File: src/hw/rtl/ipm_pkg.sv
// Shared types, codes and constants of the ICMP probe reply matcher.
package ipm_pkg;

  // Default largest packet length that is counted; longer packets are clipped.
  localparam int MAX_PACKET_BYTES_DEF = 1024;

  // Bytes in one header length unit.
  localparam int WORD_BYTES = 4;

  // Widths of the configuration request port.
  localparam int CFG_INDEX_W = 3;
  localparam int CFG_DATA_W  = 32;

  // Stream payload widths.
  localparam int IN_TDATA_W  = 40;
  localparam int OUT_TDATA_W = 72;

  // Register indexes on the configuration port.
  typedef enum logic [CFG_INDEX_W-1:0] {
    CFG_OWN_ID             = 3'd0,
    CFG_EXPECTED_SEQ       = 3'd1,
    CFG_SEND_TICK          = 3'd2,
    CFG_ECHO_REPLY_TYPE    = 3'd3,
    CFG_TIME_EXCEEDED_TYPE = 3'd4,
    CFG_TARGET_ADDRESS     = 3'd5
  } cfg_reg_t;

  // Verdict codes.
  typedef enum logic [2:0] {
    ST_OK              = 3'd0,
    ST_TOO_SHORT       = 3'd1,
    ST_OTHER_TYPE      = 3'd2,
    ST_MISMATCH        = 3'd3,
    ST_INNER_TRUNCATED = 3'd4
  } status_t;

  // Reset values of the type code registers.
  localparam logic [7:0] ECHO_REPLY_TYPE_RST    = 8'd0;
  localparam logic [7:0] TIME_EXCEEDED_TYPE_RST = 8'd11;

  // Configuration registers as seen by the decoder.
  typedef struct packed {
    logic [15:0] own_id;
    logic [15:0] expected_seq;
    logic [31:0] send_tick;
    logic [7:0]  echo_reply_type;
    logic [7:0]  time_exceeded_type;
    logic [31:0] target_address;
  } ipm_cfg_t;

  // One verdict for one packet.
  typedef struct packed {
    logic        accepted;
    status_t     status;
    logic        reply_kind;
    logic [31:0] source_address;
    logic [31:0] round_trip;
    logic        reached_target;
  } ipm_result_t;

endpackage

File: src/hw/rtl/ipm_decode.sv
// Per-packet byte decoder: header field capture and the verdict on the final byte.
module ipm_decode #(
  parameter int MAX_PACKET_BYTES = ipm_pkg::MAX_PACKET_BYTES_DEF
) (
  input  logic                 clk,
  input  logic                 rst_n,
  input  ipm_pkg::ipm_cfg_t    cfg,
  input  logic                 step,
  input  logic [7:0]           pkt_byte,
  input  logic                 pkt_last,
  input  logic [31:0]          tick,
  output ipm_pkg::ipm_result_t result
);

  localparam int OFF_W = $clog2(MAX_PACKET_BYTES + 1);
  // Offsets compared against header positions reach a little over 128.
  localparam int CMP_W = (OFF_W > 9) ? OFF_W : 9;
  localparam logic [OFF_W-1:0] MAX_OFF = OFF_W'(MAX_PACKET_BYTES);

  logic [OFF_W-1:0] off_r, off_nxt;
  logic [3:0]       ohw_r, ohw_nxt;
  logic [7:0]       type_r, type_nxt;
  logic [31:0]      src_r, src_nxt;
  logic [3:0]       ihw_r, ihw_nxt;
  logic [15:0]      id_r, id_nxt;
  logic [15:0]      seq_r, seq_nxt;
  logic [1:0]       seen_r, seen_nxt;

  logic [CMP_W-1:0] p;
  logic [CMP_W-1:0] h;
  logic [CMP_W-1:0] inner_base;
  logic [CMP_W-1:0] len;
  logic             echo_m;
  logic             te_m;

  // Places a byte into id or sequence when it sits at base + 4 .. base + 7.
  function automatic logic [31:0] take_id_seq(input logic [CMP_W-1:0] pos,
                                               input logic [CMP_W-1:0] base,
                                               input logic [7:0]       b,
                                               input logic [31:0]      seq_id);
    logic [31:0] r;
    r = seq_id;
    if (pos == base + CMP_W'(4)) r[7:0]   = b;
    if (pos == base + CMP_W'(5)) r[15:8]  = b;
    if (pos == base + CMP_W'(6)) r[23:16] = b;
    if (pos == base + CMP_W'(7)) r[31:24] = b;
    return r;
  endfunction

  always_comb begin
    off_nxt  = off_r;
    ohw_nxt  = ohw_r;
    type_nxt = type_r;
    src_nxt  = src_r;
    ihw_nxt  = ihw_r;
    id_nxt   = id_r;
    seq_nxt  = seq_r;
    seen_nxt = seen_r;
    p        = CMP_W'(off_r);
    h        = '0;
    inner_base = '0;

    if (step && (off_r < MAX_OFF)) begin
      if (off_r == '0) ohw_nxt = pkt_byte[3:0];
      h = CMP_W'({ohw_nxt, 2'b00});
      if ((p >= CMP_W'(12)) && (p <= CMP_W'(15))) begin
        src_nxt[{p[1:0], 3'b000} +: 8] = src_r[{p[1:0], 3'b000} +: 8] | pkt_byte;
      end
      if (p == h) begin
        type_nxt    = pkt_byte;
        seen_nxt[0] = 1'b1;
      end
      if (seen_nxt[0]) begin
        if (type_nxt == cfg.echo_reply_type) begin
          {seq_nxt, id_nxt} = take_id_seq(p, h, pkt_byte, {seq_r, id_r});
        end else if (type_nxt == cfg.time_exceeded_type) begin
          if (p == h + CMP_W'(8)) begin
            ihw_nxt     = pkt_byte[3:0];
            seen_nxt[1] = 1'b1;
          end
          inner_base = h + CMP_W'(8) + CMP_W'({ihw_nxt, 2'b00});
          if (seen_nxt[1]) begin
            {seq_nxt, id_nxt} = take_id_seq(p, inner_base, pkt_byte, {seq_r, id_r});
          end
        end
      end
      off_nxt = off_r + OFF_W'(1);
    end

    // Verdict, formed from the state as it stands after this byte.
    len    = CMP_W'(off_nxt);
    echo_m = (type_nxt == cfg.echo_reply_type);
    te_m   = (type_nxt == cfg.time_exceeded_type);
    result = '0;
    result.source_address = src_nxt;
    if (len < CMP_W'({ohw_nxt, 2'b00}) + CMP_W'(8)) begin
      result.status = ipm_pkg::ST_TOO_SHORT;
    end else if (echo_m) begin
      result.status = ipm_pkg::ST_OK;
    end else if (te_m) begin
      result.reply_kind = 1'b1;
      if (len < CMP_W'({ohw_nxt, 2'b00}) + CMP_W'(16) + CMP_W'({ihw_nxt, 2'b00})) begin
        result.status = ipm_pkg::ST_INNER_TRUNCATED;
      end else begin
        result.status = ipm_pkg::ST_OK;
      end
    end else begin
      result.status = ipm_pkg::ST_OTHER_TYPE;
    end
    if ((result.status == ipm_pkg::ST_OK) &&
        ((id_nxt != cfg.own_id) || (seq_nxt != cfg.expected_seq))) begin
      result.status = ipm_pkg::ST_MISMATCH;
    end
    if (result.status == ipm_pkg::ST_OK) begin
      result.accepted       = 1'b1;
      result.round_trip     = tick - cfg.send_tick;
      result.reached_target = (src_nxt == cfg.target_address);
    end

    // The final byte closes the packet and clears all capture state.
    if (step && pkt_last) begin
      off_nxt  = '0;
      ohw_nxt  = '0;
      type_nxt = '0;
      src_nxt  = '0;
      ihw_nxt  = '0;
      id_nxt   = '0;
      seq_nxt  = '0;
      seen_nxt = '0;
    end
  end

  always_ff @(posedge clk) begin
    if (!rst_n) begin
      off_r  <= '0;
      ohw_r  <= '0;
      type_r <= '0;
      src_r  <= '0;
      ihw_r  <= '0;
      id_r   <= '0;
      seq_r  <= '0;
      seen_r <= '0;
    end else begin
      off_r  <= off_nxt;
      ohw_r  <= ohw_nxt;
      type_r <= type_nxt;
      src_r  <= src_nxt;
      ihw_r  <= ihw_nxt;
      id_r   <= id_nxt;
      seq_r  <= seq_nxt;
      seen_r <= seen_nxt;
    end
  end

endmodule

File: src/hw/rtl/icmp_probe_reply_matcher_unit.sv
// Top level of the ICMP probe reply matcher: stream ports, configuration and output register.
//
// The block reads a received IPv4 packet one byte per request on the in_ stream,
// with in_tlast on the final byte. It captures the outer source address and the
// ICMP type, then the identifier and sequence of an echo reply, or those of the
// quoted inner ICMP header of a time-exceeded message. For each packet it gives
// one verdict request on the out_ stream, with the round-trip ticks on success.
// Bytes that are not final produce no output request.
// Each accepted byte is held in an input register, decoded by the following
// logic, and for a final byte the verdict lands in the output register, which
// drives out_tvalid. The block takes one byte per cycle for as long as the
// output is free; this rate is set by the single decode step between the
// input and output registers.
// When the receiver stalls with a verdict waiting, further non-final bytes are
// still taken; a second final byte waits in the input register until the
// output register empties, and in_tready drops only in that case.
// Synchronous active-low reset clears the packet state and both handshakes and
// loads the register defaults (time-exceeded type 11, all others 0).
// Configuration requests are always taken; the user, not the block, keeps them to idle.
module icmp_probe_reply_matcher_unit #(
  parameter int MAX_PACKET_BYTES = ipm_pkg::MAX_PACKET_BYTES_DEF
) (
  input  logic                            clk,
  input  logic                            rst_n,
  // Input stream. tdata: packet_byte [7:0], arrival_tick [39:8]. tlast: last_byte.
  input  logic                            in_tvalid,
  output logic                            in_tready,
  input  logic [ipm_pkg::IN_TDATA_W-1:0]  in_tdata,
  input  logic                            in_tlast,
  // Result stream. tdata: accepted [0], status [3:1], source_address [35:4],
  // round_trip [67:36], reached_target [68], zero fill [71:69].
  output logic                            out_tvalid,
  input  logic                            out_tready,
  output logic [ipm_pkg::OUT_TDATA_W-1:0] out_tdata,
  // tuser: reply_kind [0].
  output logic                            out_tuser,
  // Configuration write port.
  input  logic                            cfg_valid,
  output logic                            cfg_ready,
  input  logic [ipm_pkg::CFG_INDEX_W-1:0] cfg_index,
  input  logic [ipm_pkg::CFG_DATA_W-1:0]  cfg_data
);

  ipm_pkg::ipm_cfg_t    cfg_r;
  ipm_pkg::ipm_result_t dec_res;
  ipm_pkg::ipm_result_t out_res_r;

  logic        stg_valid_r, stg_valid_nxt;
  logic [7:0]  stg_byte_r;
  logic        stg_last_r;
  logic [31:0] stg_tick_r;
  logic        out_valid_r, out_valid_nxt;
  logic        in_accept;
  logic        out_free;
  logic        advance;

  // Configuration requests are taken at once; the user, not the block, keeps them to idle.
  assign cfg_ready = 1'b1;

  always_ff @(posedge clk) begin
    if (!rst_n) begin
      cfg_r.own_id             <= '0;
      cfg_r.expected_seq       <= '0;
      cfg_r.send_tick          <= '0;
      cfg_r.echo_reply_type    <= ipm_pkg::ECHO_REPLY_TYPE_RST;
      cfg_r.time_exceeded_type <= ipm_pkg::TIME_EXCEEDED_TYPE_RST;
      cfg_r.target_address     <= '0;
    end else if (cfg_valid && cfg_ready) begin
      case (ipm_pkg::cfg_reg_t'(cfg_index))
        ipm_pkg::CFG_OWN_ID:             cfg_r.own_id             <= cfg_data[15:0];
        ipm_pkg::CFG_EXPECTED_SEQ:       cfg_r.expected_seq       <= cfg_data[15:0];
        ipm_pkg::CFG_SEND_TICK:          cfg_r.send_tick          <= cfg_data;
        ipm_pkg::CFG_ECHO_REPLY_TYPE:    cfg_r.echo_reply_type    <= cfg_data[7:0];
        ipm_pkg::CFG_TIME_EXCEEDED_TYPE: cfg_r.time_exceeded_type <= cfg_data[7:0];
        ipm_pkg::CFG_TARGET_ADDRESS:     cfg_r.target_address     <= cfg_data;
        default: begin
        end
      endcase
    end
  end

  // A byte leaves the input register every cycle, except a final byte whose
  // verdict would land on a full output register that is not being drained.
  assign out_free  = !out_valid_r || out_tready;
  assign advance   = stg_valid_r && (!stg_last_r || out_free);
  assign in_tready = !stg_valid_r || advance;
  assign in_accept = in_tvalid && in_tready;

  always_comb begin
    stg_valid_nxt = stg_valid_r;
    if (in_accept) begin
      stg_valid_nxt = 1'b1;
    end else if (advance) begin
      stg_valid_nxt = 1'b0;
    end

    out_valid_nxt = out_valid_r;
    if (advance && stg_last_r) begin
      out_valid_nxt = 1'b1;
    end else if (out_tready) begin
      out_valid_nxt = 1'b0;
    end
  end

  always_ff @(posedge clk) begin
    if (!rst_n) begin
      stg_valid_r <= 1'b0;
      out_valid_r <= 1'b0;
    end else begin
      stg_valid_r <= stg_valid_nxt;
      out_valid_r <= out_valid_nxt;
    end
  end

  // Payload registers carry no reset.
  always_ff @(posedge clk) begin
    if (in_accept) begin
      stg_byte_r <= in_tdata[7:0];
      stg_tick_r <= in_tdata[39:8];
      stg_last_r <= in_tlast;
    end
    if (advance && stg_last_r) begin
      out_res_r <= dec_res;
    end
  end

  ipm_decode #(
    .MAX_PACKET_BYTES(MAX_PACKET_BYTES)
  ) u_decode (
    .clk      (clk),
    .rst_n    (rst_n),
    .cfg      (cfg_r),
    .step     (advance),
    .pkt_byte (stg_byte_r),
    .pkt_last (stg_last_r),
    .tick     (stg_tick_r),
    .result   (dec_res)
  );

  assign out_tvalid = out_valid_r;
  assign out_tuser  = out_res_r.reply_kind;
  assign out_tdata  = {3'b000,
                       out_res_r.reached_target,
                       out_res_r.round_trip,
                       out_res_r.source_address,
                       out_res_r.status,
                       out_res_r.accepted};

  // A verdict marked accepted always carries the success code.
  a_accept_ok: assert property (@(posedge clk) disable iff (!rst_n)
    out_valid_r && out_res_r.accepted |-> out_res_r.status == ipm_pkg::ST_OK)
    else $error("accepted verdict without success code");

  // Reaching the target is only reported for an accepted verdict.
  a_reach_acc: assert property (@(posedge clk) disable iff (!rst_n)
    out_valid_r && out_res_r.reached_target |-> out_res_r.accepted)
    else $error("target reached on a rejected verdict");

  // Input back-pressure only comes from a final byte held behind a stalled output.
  a_ready_cause: assert property (@(posedge clk) disable iff (!rst_n)
    !in_tready |-> stg_valid_r && stg_last_r && out_valid_r && !out_tready)
    else $error("input stalled without a blocked final byte");

  // A blocked final byte keeps its place until the output drains.
  a_final_held: assert property (@(posedge clk) disable iff (!rst_n)
    stg_valid_r && stg_last_r && out_valid_r && !out_tready
    |=> stg_valid_r && stg_last_r && $stable(stg_tick_r))
    else $error("blocked final byte lost");

  // A verdict follows the final byte when the output is free.
  a_verdict: assert property (@(posedge clk) disable iff (!rst_n)
    stg_valid_r && stg_last_r && out_free |=> out_valid_r)
    else $error("final byte gave no verdict");

endmodule
File: config.mk
export PLATFORM = sky130hd
export DESIGN_NAME = icmp_probe_reply_matcher_unit
export DESIGN_NICKNAME = d
export VERILOG_FILES = /design/src/hw/rtl/ipm_pkg.sv /design/src/hw/rtl/ipm_decode.sv /design/src/hw/rtl/icmp_probe_reply_matcher_unit.sv
export SDC_FILE = /design/constraint.sdc
export NUM_CORES = 1
export LEC_CHECK = 0
export BUFFER_PORTS_ARGS = -buffer_cell sky130_fd_sc_hd__buf_2
export CORE_ASPECT_RATIO = 0.7
export CORE_MARGIN = 4
export CORE_UTILIZATION = 40
export DETAILED_ROUTE_END_ITERATION = 10
export PLACE_DENSITY = 0.62
export SLEW_MARGIN = 20
export SYNTH_ARGS = -nofsm -noshare
export SYNTH_HDL_FRONTEND = slang
export SYNTH_SLANG_ARGS = --single-unit
File: constraint.sdc
create_clock -name clk -period 8.95 [get_ports clk]
set_clock_uncertainty 0.1 [all_clocks]
set_input_delay 1.3425 -clock clk [delete_from_list [all_inputs] [get_ports clk]]
set_output_delay 1.3425 -clock clk [all_outputs]
set_load 0.02 [all_outputs]
# --- Word level (Yosys, flattened, before mapping) ---
# Cells that the tools add are included.
word_totals:
  wordCells: 158
  output_inout_bits: 76
  inputBits: 81
  latchBits: 0
  reg_bits: 318
  ramBits: 0
  rom_bits: 0
  memories: 0
op_classes:
  shifts: 3
  multipliers: 0
  bitwise_logic: 3
  reduce_logical: 28
  eq_ne: 22
  n_addsub: 16
  n_lt_le_gt_ge: 5
  n_div: 0
  mux: 55
ops:
  columns: ["cell", "count"]
  rows:
  - ["$mux W16", 10]
  - ["$eq A11 B11 Y1", 9]
  - ["$mux W8", 11]
  - ["$mux W32", 2]
  - ["$mux W4", 12]
  - ["$add A11 B3 Y11 const B", 4]
  - ["$bwmux W32", 1]
  - ["$eq A32 B32 Y1", 1]
  - ["$eq A8 B8 Y1", 4]
  - ["$ne A16 B16 Y1", 2]
  - ["$shift A8 B7 Y32 const A", 1]
  - ["$shiftx A32 B6 Y8", 1]
  - ["$shiftx A8 B7 Y32", 1]
  - ["$sub A32 B32 Y32", 1]
  - ["$add A6 B3 Y7 const B", 4]
  - ["$add A11 B6 Y11", 2]
  - ["$lt A11 B11 Y1", 2]
  - ["$mux W3", 5]
  - ["$add A6 B4 Y7 const B", 2]
  - ["$mux W1", 13]
  - ["$reduce_and A2 Y1", 6]
  - ["$add A11 B1 Y11 const B", 1]
  - ["$eq A11 B6 Y1", 1]
  - ["$ge A11 B4 Y1 const B", 1]
  - ["other kinds (18)", 35]

# --- Depth between registers and ports, before layout ---
logic_depth:
  depth_word: 29
  ltp_mapped: 28
  depth_no_buf: 26

# --- Modules after synthesis ---
# A second synthesis with hierarchy kept.
unflattened:
  hier_cells: 1731
  area_unflattened_um2: 16936.2
by_module_without_submodules:
  columns: ["module", "area_each_um2", "cells_per_inst", "instances"]
  rows:
  - ["ipm_decode", 9310.2, 1195, 1]
  - ["icmp_probe_reply_matcher_unit", 7626.1, 536, 1]

# --- Least setup slack after synthesis ---
# OpenSTA, ideal clock, no wires.
synth_path:
  path_type: "reg2reg"
  start: "reg u_decode.off_r[7]"
  end: "reg out_res_r (netlist bit out_tdata[1]) (data pin)"
  arrival_ps: 7771
  path_buffers: 3
  required_time_ps: 8596
  synth_period_minus_slack_ps: 8125
  setup_ps: 254
  setup_slack_ps: 825
  path_stages_with_launch: 28
  cell_sequence: "dfxtp_1 -> buf_2 -> or4_1 -> buf_2 -> nor3_4 -> mux2i_1 -> inv_1 -> ha_1 -> xnor2_1 -> a2111oi_0 -> a311oi_1 -> nor3_2 -> mux2_2 -> ha_1 -> fa_1 -> ha_1 -> xor2_1 -> or4_1 -> nor3_1 -> or4b_2 -> a2bb2oi_1 -> a32oi_1 -> mux2i_1 -> xnor2_1 -> nor4_1 -> nand4_4 -> buf_6 -> a21o_1"
synth_rtl:
  columns: ["item", "line", "source"]
  rows:
  - ["from (decl)", "ipm_decode.sv:20", "logic [OFF_W-1:0] off_r, off_nxt;"]
  - ["from (signal assigned)", "ipm_decode.sv:144", "off_r <= off_nxt;"]
  - ["to (signal assigned)", "icmp_probe_reply_matcher_unit.sv:123", "out_res_r <= dec_res;"]
  - ["to (decl)", "icmp_probe_reply_matcher_unit.sv:46", "ipm_pkg::ipm_result_t out_res_r;"]

# --- Worst setup path after layout ---
layout_path:
  start: "reg u_decode.off_r[7]"
  end: "reg out_res_r (netlist bit out_tdata[68]) (data pin)"
layout_between:
  elab_chain_cells: 24
  word_cells_on_any_way: 91
layout_rtl:
  columns: ["item", "line", "source"]
  rows:
  - ["$logic_not A11 Y1", "ipm_decode.sv:64", "if (off_r == '0) ohw_nxt = pkt_byte[3:0];"]
  - ["$mux W4", "ipm_decode.sv:64", null]
  - ["$mux W4", "ipm_decode.sv:63", "if (step && (off_r < MAX_OFF)) begin"]
  - ["$add A6 B4 Y7", "ipm_decode.sv:77, ipm_decode.sv:81", null]
  - ["$eq A11 B11 Y1", "ipm_decode.sv:77", "if (p == h + CMP_W'(8)) begin"]
  - ["$mux W4", "ipm_decode.sv:77", null]
  - ["$mux W4", "ipm_decode.sv:76", "end else if (type_nxt == cfg.time_exceeded_type) begin"]
  - ["$mux W4", "ipm_decode.sv:74", "if (type_nxt == cfg.echo_reply_type) begin"]
  - ["(+8 left out)", null, null]
  - ["$mux W16 or $mux W3 (tied branches)", "ipm_decode.sv:74, ipm_decode.sv:102", null]
  - ["$mux W16 or $mux W3 (tied branches)", "ipm_decode.sv:73, ipm_decode.sv:100", null]
  - ["$mux W16 or $mux W3 (tied branches)", "ipm_decode.sv:63, ipm_decode.sv:98", null]
  - ["$ne A16 B16 Y1 or $mux W3 (tied branches)", "ipm_decode.sv:111, ipm_decode.sv:96", null]
  - ["$logic_or A1 B1 Y1 or $logic_not A3 Y1 (tied branches)", "ipm_decode.sv:111, ipm_decode.sv:110", null]
  - ["$logic_and A1 B1 Y1", "ipm_decode.sv:110", "if ((result.status == ipm_pkg::ST_OK) &&"]
  - ["$mux W3", "ipm_decode.sv:110", null]
  - ["$logic_not A3 Y1", "ipm_decode.sv:114", "if (result.status == ipm_pkg::ST_OK) begin"]
# Parallel ways exist; a longest one is shown, timed or not. The select of a mux whose other input is x is not followed.
# A chain may end at the register's enable or synchronous reset.

==> flow_summary.yaml <==
pwr:
  power.density_nw_per_um2: 171
  power_frac_comb_pct: 13.4
  power.net_switching_uw: 896
  internal_power_uw: 2420
  leakage_uw: 0.00750
  seq_power_share_pct: 46.9
  peakVddDrop_mv: 0.134
  power_frac_clock_pct: 39.8
  switching_share_pct: 27.0
placed_design:
  dp_hpwl_mm: 39.5
  dp_cells: 2499
  io_buffers: 152
  gp_congestion: 0.955
  pre_cts_slack_ns: 0.260
setup_path:
  rrSetupSlack_ns: 0.57
  end_kind: "flop"
  startpoint_type: "flop"
  reg2reg_from: "u_decode.off_r[7]$_SDFF_PP0_"
  crit_arrival_ns: 8.66
  rr_worst_depth: 27
  cp_max_fo: 36
  worstReg2RegEnd: "out_tdata[68]$_SDFFCE_PP0P_"
  criticalPathCategory: "flop to flop"
  crit_required_ns: 9.23
route:
  wirelength_mm: 52.9
  wl_per_cell_um: 20.7
  vias_per_cell: 5.57
  final_antenna_net_count: 0
  drt_pass1_iterations: 6
  drt_iter0_markers: 1415
  drc: 0
  dr_total_vias: 14200
die:
  start_util_pct: 41.0
  die_area_um2: 45800
  die_w_um: 254
  die_h_um: 180
  num_rows: 62
  coreArea_um2: 41400
  ios: 157
yosys:
  yosysSeqAreaShare_pct: 44.1
  synth_flop_cell: "dfxtp_1"
  yosys_warnings: 0
  synthesis.area_um2: 17000
  synthTopCellsByArea: "dfxtp_1 24%, edfxtp_1 20%, nand2_1 6.4%"
  synth-adder-area-share_pct: 4.78
  synth_top_family_by_area: "simple AND/OR/NAND/NOR gates"
  synth_area_leader_cell: "dfxtp_1"
  synth-xor-area-share_pct: 7.28
  netlist.area_leader.share_pct: 24.4
  synth_cell_types: 83
  syn_inst: 1863
  ys_seq_elements: 318
  synth.area.mux_share_pct: 3.49
  async_flop_share_pct: 0
  synth_compound_area_share_pct: 15.8
  avgSynthCellArea_um2: 9.11
  synth_edf_count: 111
  yosys.area_share.simple_pct: 19.4
clock_network:
  clock-sinks: 318
  ctsHoldBuffers: 0
  ctsHtreeMaxLevel: 1
  cts_setup_buffers: 0
  clk_pin_slew_ns: 0.06
  post_cts_resized: 0
  root_buffer: "clkbuf_16"
  cts_buffers: 31
  insertion_delay_ns: 0.59
  cts_tree: "done"
  cts.path.max_buffers: 3
sta:
  setup_viol: 0
  fin_tns_setup_ns: 0
  hold_viol: 0
  fin_crit_sh_pct: 93.6
  fin_crit_ns: 8.38
  layout_setup_ws_ns: 0.570
  slew_headroom_pct: 25.6
  final_max_slew_viol_count: 0
  tightest_slew_ns: 1.09
  max_freq_mhz: 119
  rsz0062_at_grt: "no"
final_layout:
  fin_cells: 2559
  fin_nets: 2133
  area_growth_pct: 14.2
  final_cell_mix: "289 x nand2_1, 207 x dfxtp_1, 152 x buf_2"
  fillers: 4029
  final_common_cell: "nand2_1"
  drive_above_1_share_pct: 15.4
hold_path:
  worstHoldPathCells: 2
  holdPathEnd: "u_decode.seq_r[9]$_SDFF_PP0_"
  hp-class: "flop to flop"
  min_from: "u_decode.seq_r[9]$_SDFF_PP0_"
global_route:
  grt_pass1_wl_mm: 80.9
  track_usage_pct: 22.5
  grt_max_degree: 98
  grt_pass1_vias: 13500
  antenna_found_initial: 2
  grt_overflow: 0
job:
  cap_violations: 0
status:
  status: "finished clean"
## final cells by class
cell class	count	area [µm²]	share of cell area, %
multi-input cells	1331	8720	45.0
clock inverters	10	85.1	0.439
repair buffers	189	1040	5.36
flip-flops and latches	318	7480	38.6
clock buffers	48	922	4.76
well taps	544	681	3.51
inverters	118	443	2.29
diodes	1	2.50	0.0129
## worst max-delay path by stage
stage	startpoint	to	depth (start not counted)
finish	u_decode.off_r[7]$_SDFF_PP0_	out_tdata[68]$_SDFFCE_PP0P_	27
global route	u_decode.off_r[7]$_SDFF_PP0_	out_tdata[55]$_SDFFCE_PP0P_	27
CTS	u_decode.off_r[7]$_SDFF_PP0_	out_tdata[68]$_SDFFCE_PP0P_	27
detailed placement	u_decode.off_r[7]$_SDFF_PP0_	out_tdata[38]$_SDFFCE_PP0P_	27
global placement	u_decode.off_r[7]$_SDFF_PP0_	out_tdata[56]$_SDFFCE_PP0P_	27
floorplan	u_decode.off_r[7]$_SDFF_PP0_	out_tdata[1]$_DFFE_PP_	27
## logic make-up after synthesis
| logic type | after synthesis |
|---|---|
| multiplexers | 47 |
| flip-flops | 318 |
| AO/OA/AOI/OAI | 392 |
| XOR/XNOR | 141 |
| adder cells (fa/ha/maj) | 63 |
| buffers and inverters | 216 |
| AND/OR/NAND/NOR | 684 |
| other | 2 |
## registers in the layout (all words and copies together) (netlist names), 8 cells and up
signal,count
stg_tick_r,32
cfg_r,112
u_decode.id_r,16
u_decode.seq_r,16
u_decode.type_r,8
u_decode.src_r,32
out_tdata,69
stg_byte_r,8
u_decode.off_r,11
## cell usage after synthesis, types with 28 or more instances
library cell,count
nor2b_1,28
o21ai_0,37
nor3_1,59
a21boi_0,117
a21oi_1,102
nor4_1,32
nand3_1,49
dfxtp_1,207
nand2_1,289
edfxtp_1,111
nor2_1,118
xor2_1,67
clkbuf_1,77
ha_1,60
xnor2_1,74
inv_1,117
## per-stage QoR
stage                     hold WS [ns]  util, %  cell area (µm²)  power [µW]
final                            0.364     46.8            19400        3320
after global routing             0.386     46.8            19400        3440
after CTS                        0.368     46.7            19300        3330
after detailed placement         0.355     44.2            18300        2020
after global placement           0.346     44.2            18300        2020
after floorplan                  0.332        -            17000        1880
## worst max-delay path, cell delays in order (launching register included)
cell and delay [ns]:
dfxtp_1 0.41, or4_4 0.65, nor3_4 0.31, mux2i_1 0.28, inv_1 0.08, ha_1 0.23
xnor2_1 0.16, a2111oi_0 0.38, a311oi_1 0.11, nor3_2 0.25, mux2_2 0.37, ha_1 0.21
fa_1 0.49, ha_1 0.33, xor2_1 0.15, or4_1 0.46, nor3_2 0.27, or4b_2 0.61
a2bb2oi_1 0.16, buf_4 0.17, a32oi_2 0.25, mux2i_1 0.28, o21ai_0 0.14, nor4_2 0.36
buf_4 0.18, nand4_4 0.09, buf_4 0.31, nor4_1 0.35
## per-layer routing
layer	wire, µm	GRT usage (%)	share of wire (%)
met4	886	3.79	1.7
met1	26700	36.8	51
met3	4920	5.22	9.3
met5	26	0	0.049
met2	20300	29.9	38
## power groups by stage
stage / clock network (µW) / logic [µW] / registers, µW
2_1_floorplan: 0 / 292 / 1590
3_3_place_gp: 0 / 431 / 1590
3_5_place_dp: 0 / 437 / 1590
4_1_cts: 1340 / 439 / 1550
5_1_grt: 1400 / 485 / 1560
6_report: 1320 / 444 / 1560
No activity file was read; power rests on OpenSTA's default activity.
